**config.mk**
```make
export PLATFORM = sky130hd
export DESIGN_NAME = pts_cfg_regs
export DESIGN_NICKNAME = d
export VERILOG_FILES = /design/src/pts_pkg.sv /design/src/pts_cfg_regs.sv
export SDC_FILE = /design/constraint.sdc
export NUM_CORES = 1
export LEC_CHECK = 0
export BUFFER_PORTS_ARGS = -buffer_cell sky130_fd_sc_hd__buf_2
export CAP_MARGIN = 20
export CORE_MARGIN = 2
export CORE_UTILIZATION = 49
export CTS_CLUSTER_DIAMETER = 120
export DETAILED_ROUTE_END_ITERATION = 12
export PLACE_DENSITY = 0.8
export RECOVER_POWER = 50
export SYNTH_ARGS = -nofsm -noshare
export SYNTH_HDL_FRONTEND = slang
export SYNTH_SLANG_ARGS = --single-unit
export TNS_END_PERCENT = 30
```
**constraint.sdc**
```tcl
create_clock -name aclk -period 1.4 [get_ports aclk]
set_input_delay 0.07 -clock aclk [delete_from_list [all_inputs] [get_ports aclk]]
set_output_delay 0.07 -clock aclk [all_outputs]
set_load 0.02 [all_outputs]
```
**src/pts_pkg.sv**
```systemverilog
// ----------------------------------------------------------------------------
// pts_pkg
// Shared types, register map and saturation helpers for the trapezoid
// pulse shaper.
// ----------------------------------------------------------------------------
package pts_pkg;

    // Register port geometry.
    localparam int CFG_DATA_W = 32;
    localparam int CFG_ADDR_W = 5;

    // Register field widths.
    localparam int BASE_W   = 14;
    localparam int RISE_W   = 12;
    localparam int FLAT_W   = 12;
    localparam int POLE_W   = 17;
    localparam int INTEG_W  = 17;
    localparam int DIRECT_W = 16;

    // Datapath widths fixed by the result fields.
    localparam int STAGE_W   = 32;
    localparam int SUM_W     = 48;
    localparam int TAP_W     = 14;
    localparam int M_TDATA_W = SUM_W + STAGE_W;

    // Register reset values.
    localparam logic [BASE_W-1:0]   BASE_RST   = 14'd0;
    localparam logic [RISE_W-1:0]   RISE_RST   = 12'd2500;
    localparam logic [FLAT_W-1:0]   FLAT_RST   = 12'd500;
    localparam logic [POLE_W-1:0]   POLE_RST   = 17'd64951;
    localparam logic [INTEG_W-1:0]  INTEG_RST  = 17'd66847;
    localparam logic [DIRECT_W-1:0] DIRECT_RST = 16'd1245;

    // Register word index (byte address divided by four).
    typedef enum logic [2:0] {
        CFG_BASELINE = 3'd0,
        CFG_RISE     = 3'd1,
        CFG_FLAT     = 3'd2,
        CFG_POLE     = 3'd3,
        CFG_INTEG    = 3'd4,
        CFG_DIRECT   = 3'd5
    } cfg_idx_t;

    // Configuration seen by the datapath.
    typedef struct packed {
        logic [BASE_W-1:0]   baseline_level;
        logic [RISE_W-1:0]   rise_time;
        logic [FLAT_W-1:0]   flat_top;
        logic [POLE_W-1:0]   pole_recip;
        logic [INTEG_W-1:0]  integral_gain;
        logic [DIRECT_W-1:0] direct_gain;
    } pts_cfg_t;

    // Clamp a wide signed value into the signed 32-bit range.
    function automatic logic signed [31:0] sat32(input logic signed [63:0] v);
        logic signed [31:0] r;
        if (v > 64'sh0000_0000_7FFF_FFFF) begin
            r = 32'sh7FFF_FFFF;
        end else if (v < -64'sh0000_0000_8000_0000) begin
            r = 32'sh8000_0000;
        end else begin
            r = v[31:0];
        end
        return r;
    endfunction

    // Clamp a wide signed value into the signed 48-bit range.
    function automatic logic signed [47:0] sat48(input logic signed [63:0] v);
        logic signed [47:0] r;
        if (v > 64'sh0000_7FFF_FFFF_FFFF) begin
            r = 48'sh7FFF_FFFF_FFFF;
        end else if (v < -64'sh0000_8000_0000_0000) begin
            r = 48'sh8000_0000_0000;
        end else begin
            r = v[47:0];
        end
        return r;
    endfunction

endpackage

```
**src/pts_cfg_regs.sv**
```systemverilog
// ----------------------------------------------------------------------------
// pts_cfg_regs
// APB register block holding the shaper coefficients and trapezoid lengths.
// Writes complete in the access phase; reads return the stored value.
// ----------------------------------------------------------------------------
module pts_cfg_regs (
    input  logic                             aclk,
    input  logic                             aresetn,
    input  logic                             psel,
    input  logic                             penable,
    input  logic                             pwrite,
    input  logic [pts_pkg::CFG_ADDR_W-1:0]   paddr,
    input  logic [pts_pkg::CFG_DATA_W-1:0]   pwdata,
    output logic [pts_pkg::CFG_DATA_W-1:0]   prdata,
    output logic                             pready,
    output pts_pkg::pts_cfg_t                cfg
);

    pts_pkg::pts_cfg_t cfg_reg;
    pts_pkg::cfg_idx_t idx;
    logic              wr_fire;

    assign pready  = 1'b1;
    assign idx     = pts_pkg::cfg_idx_t'(paddr[pts_pkg::CFG_ADDR_W-1:2]);
    assign wr_fire = psel & penable & pwrite & pready;

    // Register writes; unknown indexes are ignored.
    always_ff @(posedge aclk) begin
        if (!aresetn) begin
            cfg_reg.baseline_level <= pts_pkg::BASE_RST;
            cfg_reg.rise_time      <= pts_pkg::RISE_RST;
            cfg_reg.flat_top       <= pts_pkg::FLAT_RST;
            cfg_reg.pole_recip     <= pts_pkg::POLE_RST;
            cfg_reg.integral_gain  <= pts_pkg::INTEG_RST;
            cfg_reg.direct_gain    <= pts_pkg::DIRECT_RST;
        end else if (wr_fire) begin
            case (idx)
                pts_pkg::CFG_BASELINE: begin
                    cfg_reg.baseline_level <= pwdata[pts_pkg::BASE_W-1:0];
                end
                pts_pkg::CFG_RISE: begin
                    cfg_reg.rise_time <= pwdata[pts_pkg::RISE_W-1:0];
                end
                pts_pkg::CFG_FLAT: begin
                    cfg_reg.flat_top <= pwdata[pts_pkg::FLAT_W-1:0];
                end
                pts_pkg::CFG_POLE: begin
                    cfg_reg.pole_recip <= pwdata[pts_pkg::POLE_W-1:0];
                end
                pts_pkg::CFG_INTEG: begin
                    cfg_reg.integral_gain <= pwdata[pts_pkg::INTEG_W-1:0];
                end
                pts_pkg::CFG_DIRECT: begin
                    cfg_reg.direct_gain <= pwdata[pts_pkg::DIRECT_W-1:0];
                end
                default: begin
                end
            endcase
        end
    end

    // Read mux.
    always_comb begin
        case (idx)
            pts_pkg::CFG_BASELINE: prdata = pts_pkg::CFG_DATA_W'(cfg_reg.baseline_level);
            pts_pkg::CFG_RISE:     prdata = pts_pkg::CFG_DATA_W'(cfg_reg.rise_time);
            pts_pkg::CFG_FLAT:     prdata = pts_pkg::CFG_DATA_W'(cfg_reg.flat_top);
            pts_pkg::CFG_POLE:     prdata = pts_pkg::CFG_DATA_W'(cfg_reg.pole_recip);
            pts_pkg::CFG_INTEG:    prdata = pts_pkg::CFG_DATA_W'(cfg_reg.integral_gain);
            pts_pkg::CFG_DIRECT:   prdata = pts_pkg::CFG_DATA_W'(cfg_reg.direct_gain);
            default:               prdata = '0;
        endcase
    end

    assign cfg = cfg_reg;

endmodule

```
==> out/results.txt, run 1 <==
num ports = 163
antenna diode count = 0
CP max FO = 2
Yosys top cell area share = 0.413
Final Cycle Share = 1.10
H-tree depth = 3
Synth area leaders = dfxtp_1 41%, mux2i_1 13%, nand3_1 8.2%
Worst setup SP type = register
placed insts = 699
Worst-path clk slew = 0.08 ns
Synth Register Bits = 88
Area Growth Syn to Fin = 25.3%
CP max stage cell = mux4_2
Pwr Density = 897 nW/um^2
Avg WL per Cell = 18.4 um
Die H = 97.3 um
CTS tree = done
Cell variety after synth = 39
Synth warnings = 0
post-route ant nets = 0
WL final = 13.4 mm
clk_lat worst skew = 0.35 ns
fin crit period = 1.54 ns
row count = 34
Total Neg Setup Slack = -0.740 ns
Gate Count Post-Synth = 471
R2R Setup Slk = 0.63 ns
initial antenna violation count = 0
Root Buffer = clkbuf_8
non-filler instance count after layout = 729
outcome = finished with violations
failing checks = setup timing
post-synthesis sequential area ratio = 0.413
die area = 9480 um^2
R2R Path End = cfg[38]
Setup CP Type = reg2out
Multi-input gate area = 2220 um^2
hold path depth = 3
vias in the first global route = 4027
actual slew at the worst max-slew pin = 0.643 ns
CTS buffer count = 9
clock sink count = 88
DRC = 0
FILL cells = 744
Critical Path, Cell by Cell = mux4_2 -> nand2_2 -> o21ai_2 -> buf_6
worst hold path class = in2reg
Critical Path End Type = output port
Total GRT Usage = 0.276
Req. time, crit path = 1.33 ns
Initial Util = 0.497
DP HPWL = 9.38 mm
largest net degree at the start of global routing = 105
Layout Skew = 0 ns
Layout Utilization = 0.622
global-route wire length before repair = 20.9 mm
worst r2r src = cfg[38]
Leakage = 0.00235 uW
final setup vio count = 11
WP data arrival = 1.47 ns
clk buf depth = 2
Reg area = 1780 um^2
R2R depth = 3
Setup WS post-layout = -0.141 ns
die width = 97.3 um
number of nets in the layout = 660
Peak supply drop = 0.528 mV
drt pass-1 iters = 5
Port Buffers = 129
Core ar. = 8590 um^2
vias = 4274
final hold violations = 0
Yosys top cell by area = dfxtp_1
RSZ-0062 raised after global routing = true
slowest stage delay, CP = 0.50 ns
fin. max-slew vios = 0
Max Cap Viol = 0
syn_area_per_cell = 9.06 um^2
Post-Syn Area = 4270 um^2
vias per cell = 5.86
1st-iter DRT viols = 297
RePlAce Congestion = 0.898
hold_sp = pwdata[0]
GRT overflow = 0
Fmax = 0.649 GHz
Min-Delay Endpoint = cfg[0]
Rel. slew slack = 0.571
layout cells sized above 1 = 0.304
Largest register FFs = 88
-- cells in the final DEF (no fill, tap or decap), types with 16 or more instances in the layout --
cell type and instances:
mux2i_1 55, nand2_1 71, buf_4 33, nand3_1 70, dfxtp_1 70, conb_1 16
dfxtp_2 18, o21ai_0 33, clkbuf_1 51, mux2_2 18, buf_2 79
-- worst max-delay path by stage --
stage	endpoint	startpoint	slack, ns	cells past startpoint
after floorplan	prdata[11]	paddr[3]	0.1	5
after global placement	cfg[9]	paddr[2]	-0.03	4
after detailed placement	cfg[12]	paddr[2]	-0.08	4
after CTS	prdata[9]	cfg[42]	-0.16	4
after global routing	prdata[9]	cfg[42]	-0.21	4
final	prdata[9]	cfg[42]	-0.14	4
-- power breakdown --
| group | total [uW] | switching, uW | internal [uW] |
|---|---|---|---|
| sequential | 2550 | 20.8 | 2530 |
| combinational | 709 | 454 | 255 |
| clock | 1540 | 878 | 664 |
-- metrics by stage --
step / instance area (um^2) / total power, uW / worst slack (ns) / hold WS, ns
6_report: 5350 / 4800 / -0.141 / 0.00793
3_3_place_gp: 5050 / 3260 / -0.0323 / 0.318
2_1_floorplan: 4320 / 3060 / 0.0954 / 0.209
5_1_grt: 5350 / 4950 / -0.207 / 0.0247
3_5_place_dp: 5050 / 3270 / -0.0846 / 0.328
4_1_cts: 5400 / 4800 / -0.161 / 0.00417
-- metal layers --
layer	track usage	vias to the layer above	wire (um)
met5	0	-	0
met4	0.151	0	464
met3	0.0655	41	1270
met2	0.458	275	6540
met1	0.331	2028	5130
li1	-	1930	-
-- critical path: cells and delay by family, from the launching register on --
family / cells / cell delay, ns
AO/OA/AOI/OAI: 1 / 0.06
flip-flops: 1 / 0.34
AND/OR/NAND/NOR: 1 / 0.09
buffers and inverters: 1 / 0.13
multiplexers: 1 / 0.50
-- cell usage after synthesis (all sizes together) --
| cell | n |
|---|---|
| mux2i | 55 |
| and2b | 1 |
| nor2b | 1 |
| o21ai | 42 |
| nand2 | 74 |
| nand4 | 1 |
| o31ai | 1 |
| a22oi | 16 |
| mux4 | 2 |
| clkbuf | 17 |
| nand2b | 2 |
| o211ai | 6 |
| inv | 6 |
| conb | 2 |
| and3b | 1 |
| dfxtp | 88 |
| nor3 | 1 |
| o2bb2ai | 2 |
| nand4b | 1 |
| o22ai | 2 |
| and4b | 1 |
| and2 | 2 |
| nor2 | 5 |
| nand3 | 70 |
| and4 | 1 |
| a32o | 1 |
| nor3b | 1 |
| mux2 | 20 |
| buf | 39 |
| a32oi | 1 |
| a221oi | 4 |
| a21oi | 5 |
-- layout make-up --
class | instances | share of cell area
Timing Repair Buffer | 178 | 0.191
Sequential cell | 88 | 0.334
Tap cell | 108 | 0.0253
Multi-Input combinational cell | 335 | 0.416
Inverter | 6 | 0.00421
Clock inverter | 4 | 0.00421
Clock buffer | 10 | 0.0257
-- logic make-up after synthesis --
group | share of synthesized area
compound gates | 0.115
buf+inv | 0.0862
flops | 0.413
mux | 0.192
other cells | 0.00176
simple gates | 0.192
-- repair_timing --
action,CTS,global route
hold endpoints to repair,16,0
pin swaps,2,2
hold buffers,9,0
setup endpoints to repair,12,13
gates resized for setup,25,19
buffers inserted,7,0
No activity file was read; power rests on OpenSTA's default activity.
==> run 2, diff against run 1 <==
--- a/config.mk
+++ b/config.mk
@@ -15,2 +15,3 @@
 export RECOVER_POWER = 50
+export SKIP_LAST_GASP = 1
 export SYNTH_ARGS = -nofsm -noshare
==> constraint.sdc (replaced) <==
create_clock -name aclk -period 1.4 [get_ports aclk]
set_input_delay 0.14 -clock aclk [delete_from_list [all_inputs] [get_ports aclk]]
set_output_delay 0.14 -clock aclk [all_outputs]
set_load 0.02 [all_outputs]
==> out/results.txt, run 2 (same netlist as run 1, synthesis figures left out) <==
antenna diode count = 0
fin crit period = 1.61 ns
Setup WS pre-CTS = -0.221 ns
1st-iter DRT viols = 268
met1 wire length = 5.22 mm
Layout Skew = 0 ns
layout cells sized above 1 = 0.317
post-route ant nets = 0
failing checks = setup timing
Crit path max-delay family = buffers and inverters
Setup WS post-layout = -0.213 ns
WP data arrival = 1.47 ns
R2R Path End = cfg[36]
slowest stage delay, CP = 0.31 ns
CTS buffer count = 9
Root Buffer = clkbuf_8
worst hold path class = in2reg
die width = 97.3 um
commonest cells after routing, fill and taps aside = 73 x buf_2, 72 x nand2_1, 70 x nand3_1, 70 x dfxtp_1
largest net degree at the start of global routing = 66
Layout Utilization = 0.626
global-route wire length before repair = 20.9 mm
CP max FO = 12
Max Cap Viol = 0
vias = 4195
Final Cycle Share = 1.15
initial antenna violation count = 0
row count = 34
Port Buffers = 129
WP buf/inv = 4
Pwr Density = 911 nW/um^2
routed wl met3 = 1.27 mm
DRC = 0
placed insts = 710
CP max stage cell = clkbuf_1
Total GRT Usage = 0.277
die area = 9480 um^2
CTS tree = done
final hold violations = 0
Initial Util = 0.497
non-filler instance count after layout = 736
vias in the first global route = 4104
R2R depth = 3
clk buf depth = 2
most common cell after layout, fill and taps aside = buf_2
number of nets in the layout = 665
Detail Route met2 WL = 6.47 mm
Area Growth Syn to Fin = 26.1%
Total Neg Setup Slack = -3.00 ns
hold_sp = pwdata[14]
Worst setup SP type = primary input
Worst-path clk slew = 0.08 ns
RePlAce Congestion = 0.885
DP HPWL = 9.38 mm
Fmax = 0.620 GHz
drt pass-1 iters = 5
actual slew at the worst max-slew pin = 0.757 ns
Rel. slew slack = 0.491
num ports = 163
hold path depth = 3
R2R Setup Slk = 0.63 ns
GRT overflow = 0
Setup CP Type = in2out
vias per cell = 5.70
clk_lat worst skew = 0.37 ns
Leakage = 0.00237 uW
final setup vio count = 24
Min-Delay Endpoint = cfg[47]
WL final = 13.1 mm
Peak supply drop = 0.498 mV
Top Layer Used = met4
Avg WL per Cell = 17.9 um
Core ar. = 8590 um^2
clock sink count = 88
outcome = finished with violations
Critical Path, Cell by Cell = clkbuf_1 -> buf_4 -> nand2b_1 -> clkbuf_2 -> o22ai_1 -> buf_2
fin. max-slew vios = 0
Req. time, crit path = 1.26 ns
worst r2r src = cfg[36]
H-tree depth = 3
Largest register FFs = 88
RSZ-0062 raised after global routing = true
Die H = 97.3 um
Critical Path End Type = output port
[run 2: changes by cell type in the layout (fill, tap and decap cells not counted), moves of 2 or more]
cell,before,now
clkbuf_2,1,5
nor2_4,0,2
dlygate4sd3_1,9,0
clkinv_2,3,1
clkbuf_1,51,55
buf_4,33,46
buf_2,79,73
o21ai_0,33,35
[run 2: where the power goes]
part,switching [uW],internal (uW),total (uW)
clock,908,742,1650
sequential,20.2,2520,2540
combinational,451,258,709
total,1380,3520,4900
[run 2: layout make-up]
| class | count | area [um^2] |
|---|---|---|
| fillers | 764 | 3210 |
| multi-input cells | 335 | 2220 |
| flip-flops and latches | 88 | 1790 |
| repair buffers | 183 | 1040 |
| clock buffers | 12 | 155 |
| well taps | 108 | 135 |
| clock inverters | 4 | 28.8 |
| inverters | 6 | 22.5 |
[run 2: layer usage]
metal / track usage / vias to the layer above
li1: - / 1948
met1: 0.346 / 1992
met2: 0.460 / 236
met3: 0.0633 / 19
met4: 0.120 / 0
met5: 0 / -
[run 2: worst min-delay path: cells and delay by family]
family | cells | cell delay [ns]
AND/OR/NAND/NOR | 2 | 0.13
buffers and inverters | 1 | 0.09
[run 2: worst max path at each step]
stage | startpoint | endpoint | depth (start not counted)
floorplan | paddr[3] | prdata[1] | 5
global placement | paddr[3] | prdata[8] | 6
detailed placement | paddr[3] | prdata[4] | 6
CTS | cfg[42] | prdata[9] | 4
global route | cfg[42] | prdata[9] | 4
finish | paddr[4] | prdata[12] | 6
[run 2: repair_timing]
item | 4_1_cts | 5_1_grt
hold buffers | 0 | 0
setup endpoints to repair | 14 | 17
pin swaps | 2 | 3
buffers inserted | 8 | 2
gates resized for setup | 20 | 17
[run 2: per-stage QoR]
stage	area, um^2	hold slack [ns]	power [uW]
after CTS	5450	0.0114	4920
final	5380	0.0218	4900
after global placement	5160	0.386	3280
after global routing	5380	0.0175	5070
after floorplan	4320	0.279	3060
after detailed placement	5160	0.403	3290
==> run 3, diff against run 2 <==
Settings changed: ABC_AREA set to 1, SKIP_LAST_GASP 1 to not set.
==> out/results.txt, run 3 <==
outcome = complete, no violations
Die H = 98.1 um
non-filler instance count after layout = 926
num ports = 163
global-route wire length before repair = 22.3 mm
number of nets in the layout = 855
syn_area_per_cell = 6.45 um^2
initial antenna violation count = 0
clock sink count = 88
Yosys top cell area share = 0.406
worst setup path end = prdata[4]
GRT overflow = 0
final setup vio count = 0
number of synthesized flops with an enable pin = 0
vias = 5001
antenna diode count = 0
Async SR Flop Fraction = 0
RePlAce Congestion = 0.953
Gate Count Post-Synth = 673
Req. time, crit path = 1.26 ns
vias in the first global route = 4566
R2R depth = 2
Setup CP Type = reg2out
Core ar. = 8640 um^2
row count = 34
post-route ant nets = 0
Largest register FFs = 88
Synth warnings = 0
Critical Path End Type = output port
Avg WL per Cell = 15.1 um
layout cells sized above 1 = 0.287
CTS buffer count = 9
worst r2r src = cfg[3]
Worst setup SP type = register
1st-iter DRT viols = 356
final hold violations = 0
die width = 98.1 um
Peak supply drop = 0.488 mV
Post-Syn Area = 4340 um^2
Max Cap Viol = 0
Root Buffer = clkbuf_8
most common cell after layout, fill and taps aside = nand2_1
placed insts = 906
fin. max-slew vios = 0
top-count cell post-synth = nand2_1
WL final = 14.0 mm
crit path launch = cfg[66]
Port Buffers = 129
die area = 9630 um^2
clk buf depth = 2
DP HPWL = 10.1 mm
Yosys top cell by area = dfxtp_1
R2R Path End = cfg[3]
largest net degree at the start of global routing = 89
Layout Skew = 0 ns
WP data arrival = 1.22 ns
final hold slack = 0.0156 ns
Pwr Density = 892 nW/um^2
Synth Register Bits = 88
DRC = 0
worst hold path class = in2reg
Synth area leaders = dfxtp_1 41%, nand2_1 18%, nand3_1 12%
Worst-path clk slew = 0.10 ns
drt pass-1 iters = 5
Fmax = 0.735 GHz
R2R Setup Slk = 0.70 ns
Final Cycle Share = 0.972
Cell variety after synth = 18
Initial Util = 0.503
clk_lat worst skew = 0.36 ns
Area Growth Syn to Fin = 27.9%
fin crit period = 1.36 ns
CP max FO = 3
Total GRT Usage = 0.290
ys flop type = dfxtp_1
Leakage = 0.00289 uW
CTS tree = done
post-synthesis sequential area ratio = 0.406
RSZ-0062 raised after global routing = true
commonest cells after routing, fill and taps aside = 204 x nand2_1, 124 x buf_2, 114 x nor2_1
H-tree depth = 3
vias per cell = 5.40
commonest cells in the netlist = 208 x nand2_1, 121 x nor2_1, 103 x nand3_1, 88 x dfxtp_1, 36 x inv_1
## run 3: cell types whose count changed in the layout (fill, tap and decap cells not counted), sizes merged, moves of 35 or more
cell    change
nor2      +125
mux2i      -55
nand3      +35
clkbuf     -59
o21ai      -35
nand2     +135
buf        +48
## run 3: worst min path at each step
stage	depth (start not counted)	startpoint	end
after floorplan	2	pwdata[2]	cfg[64]
after global placement	3	pwdata[13]	cfg[46]
after CTS	3	pwdata[15]	cfg[48]
after global routing	3	pwdata[15]	cfg[48]
after detailed placement	3	pwdata[15]	cfg[48]
final	3	pwdata[15]	cfg[48]
## run 3: critical path: stages (launching register included)
cell     delay, ns
dfxtp_2       0.34
nand4_1       0.11
nand2_2       0.08
nor2_4        0.12
nand2_1       0.05
buf_2         0.16
## run 3: what timing repair did
| item | in CTS | in global routing |
|---|---|---|
| gates resized for setup | 0 | 46 |
| hold buffers | 0 | 0 |
| endpoints found under the setup margin | 0 | 15 |
| hold endpoints to repair | 0 | 0 |
| buffers inserted | 0 | 4 |
## run 3: report_power, final
group | switching, uW | total [uW] | internal, uW
Clock | 933 | 1640 | 707
Combinational | 508 | 755 | 247
Sequential | 28.5 | 2560 | 2530
Total | 1470 | 4950 | 3490
## run 3: layout make-up
cell class / instances / area, um^2
clock buffer: 11 / 141
clock inverter: 5 / 41.3
fill: 786 / 3080
inverter: 40 / 156
multi-input combinational: 501 / 2200
sequential: 88 / 1790
tap: 108 / 135
timing repair buffer: 173 / 1090
## run 3: logic make-up (layout without fill, tap and decap cells)
group | after synthesis | after routing | synth area share
compound gates | 16 | 16 | 0.0184
buf+inv | 98 | 229 | 0.109
simple gates | 469 | 469 | 0.465
flops | 88 | 88 | 0.406
other cells | 2 | 16 | 0.00173
## run 3: metrics by stage
stage	area (um^2)	setup TNS, ns	setup WS, ns	utilization	power, uW
finish	5550	0	0.0387	0.643	4950
global route	5550	-0.224	-0.0533	0.643	5160
CTS	5420	0	0.00478	0.628	4940
detailed placement	5240	-1.25	-0.114	0.607	3330
global placement	5240	-0.577	-0.0464	0.607	3320
floorplan	4390	0	0.165	-	3090
## run 3: per-layer routing
metal / GRT usage / wire (um) / vias up
met2: 0.444 / 6460 / 300
met1: 0.370 / 5360 / 2280
met5: 0 / 0 / -
met3: 0.0565 / 1490 / 54
met4: 0.196 / 715 / 0
li1: - / - / 2367
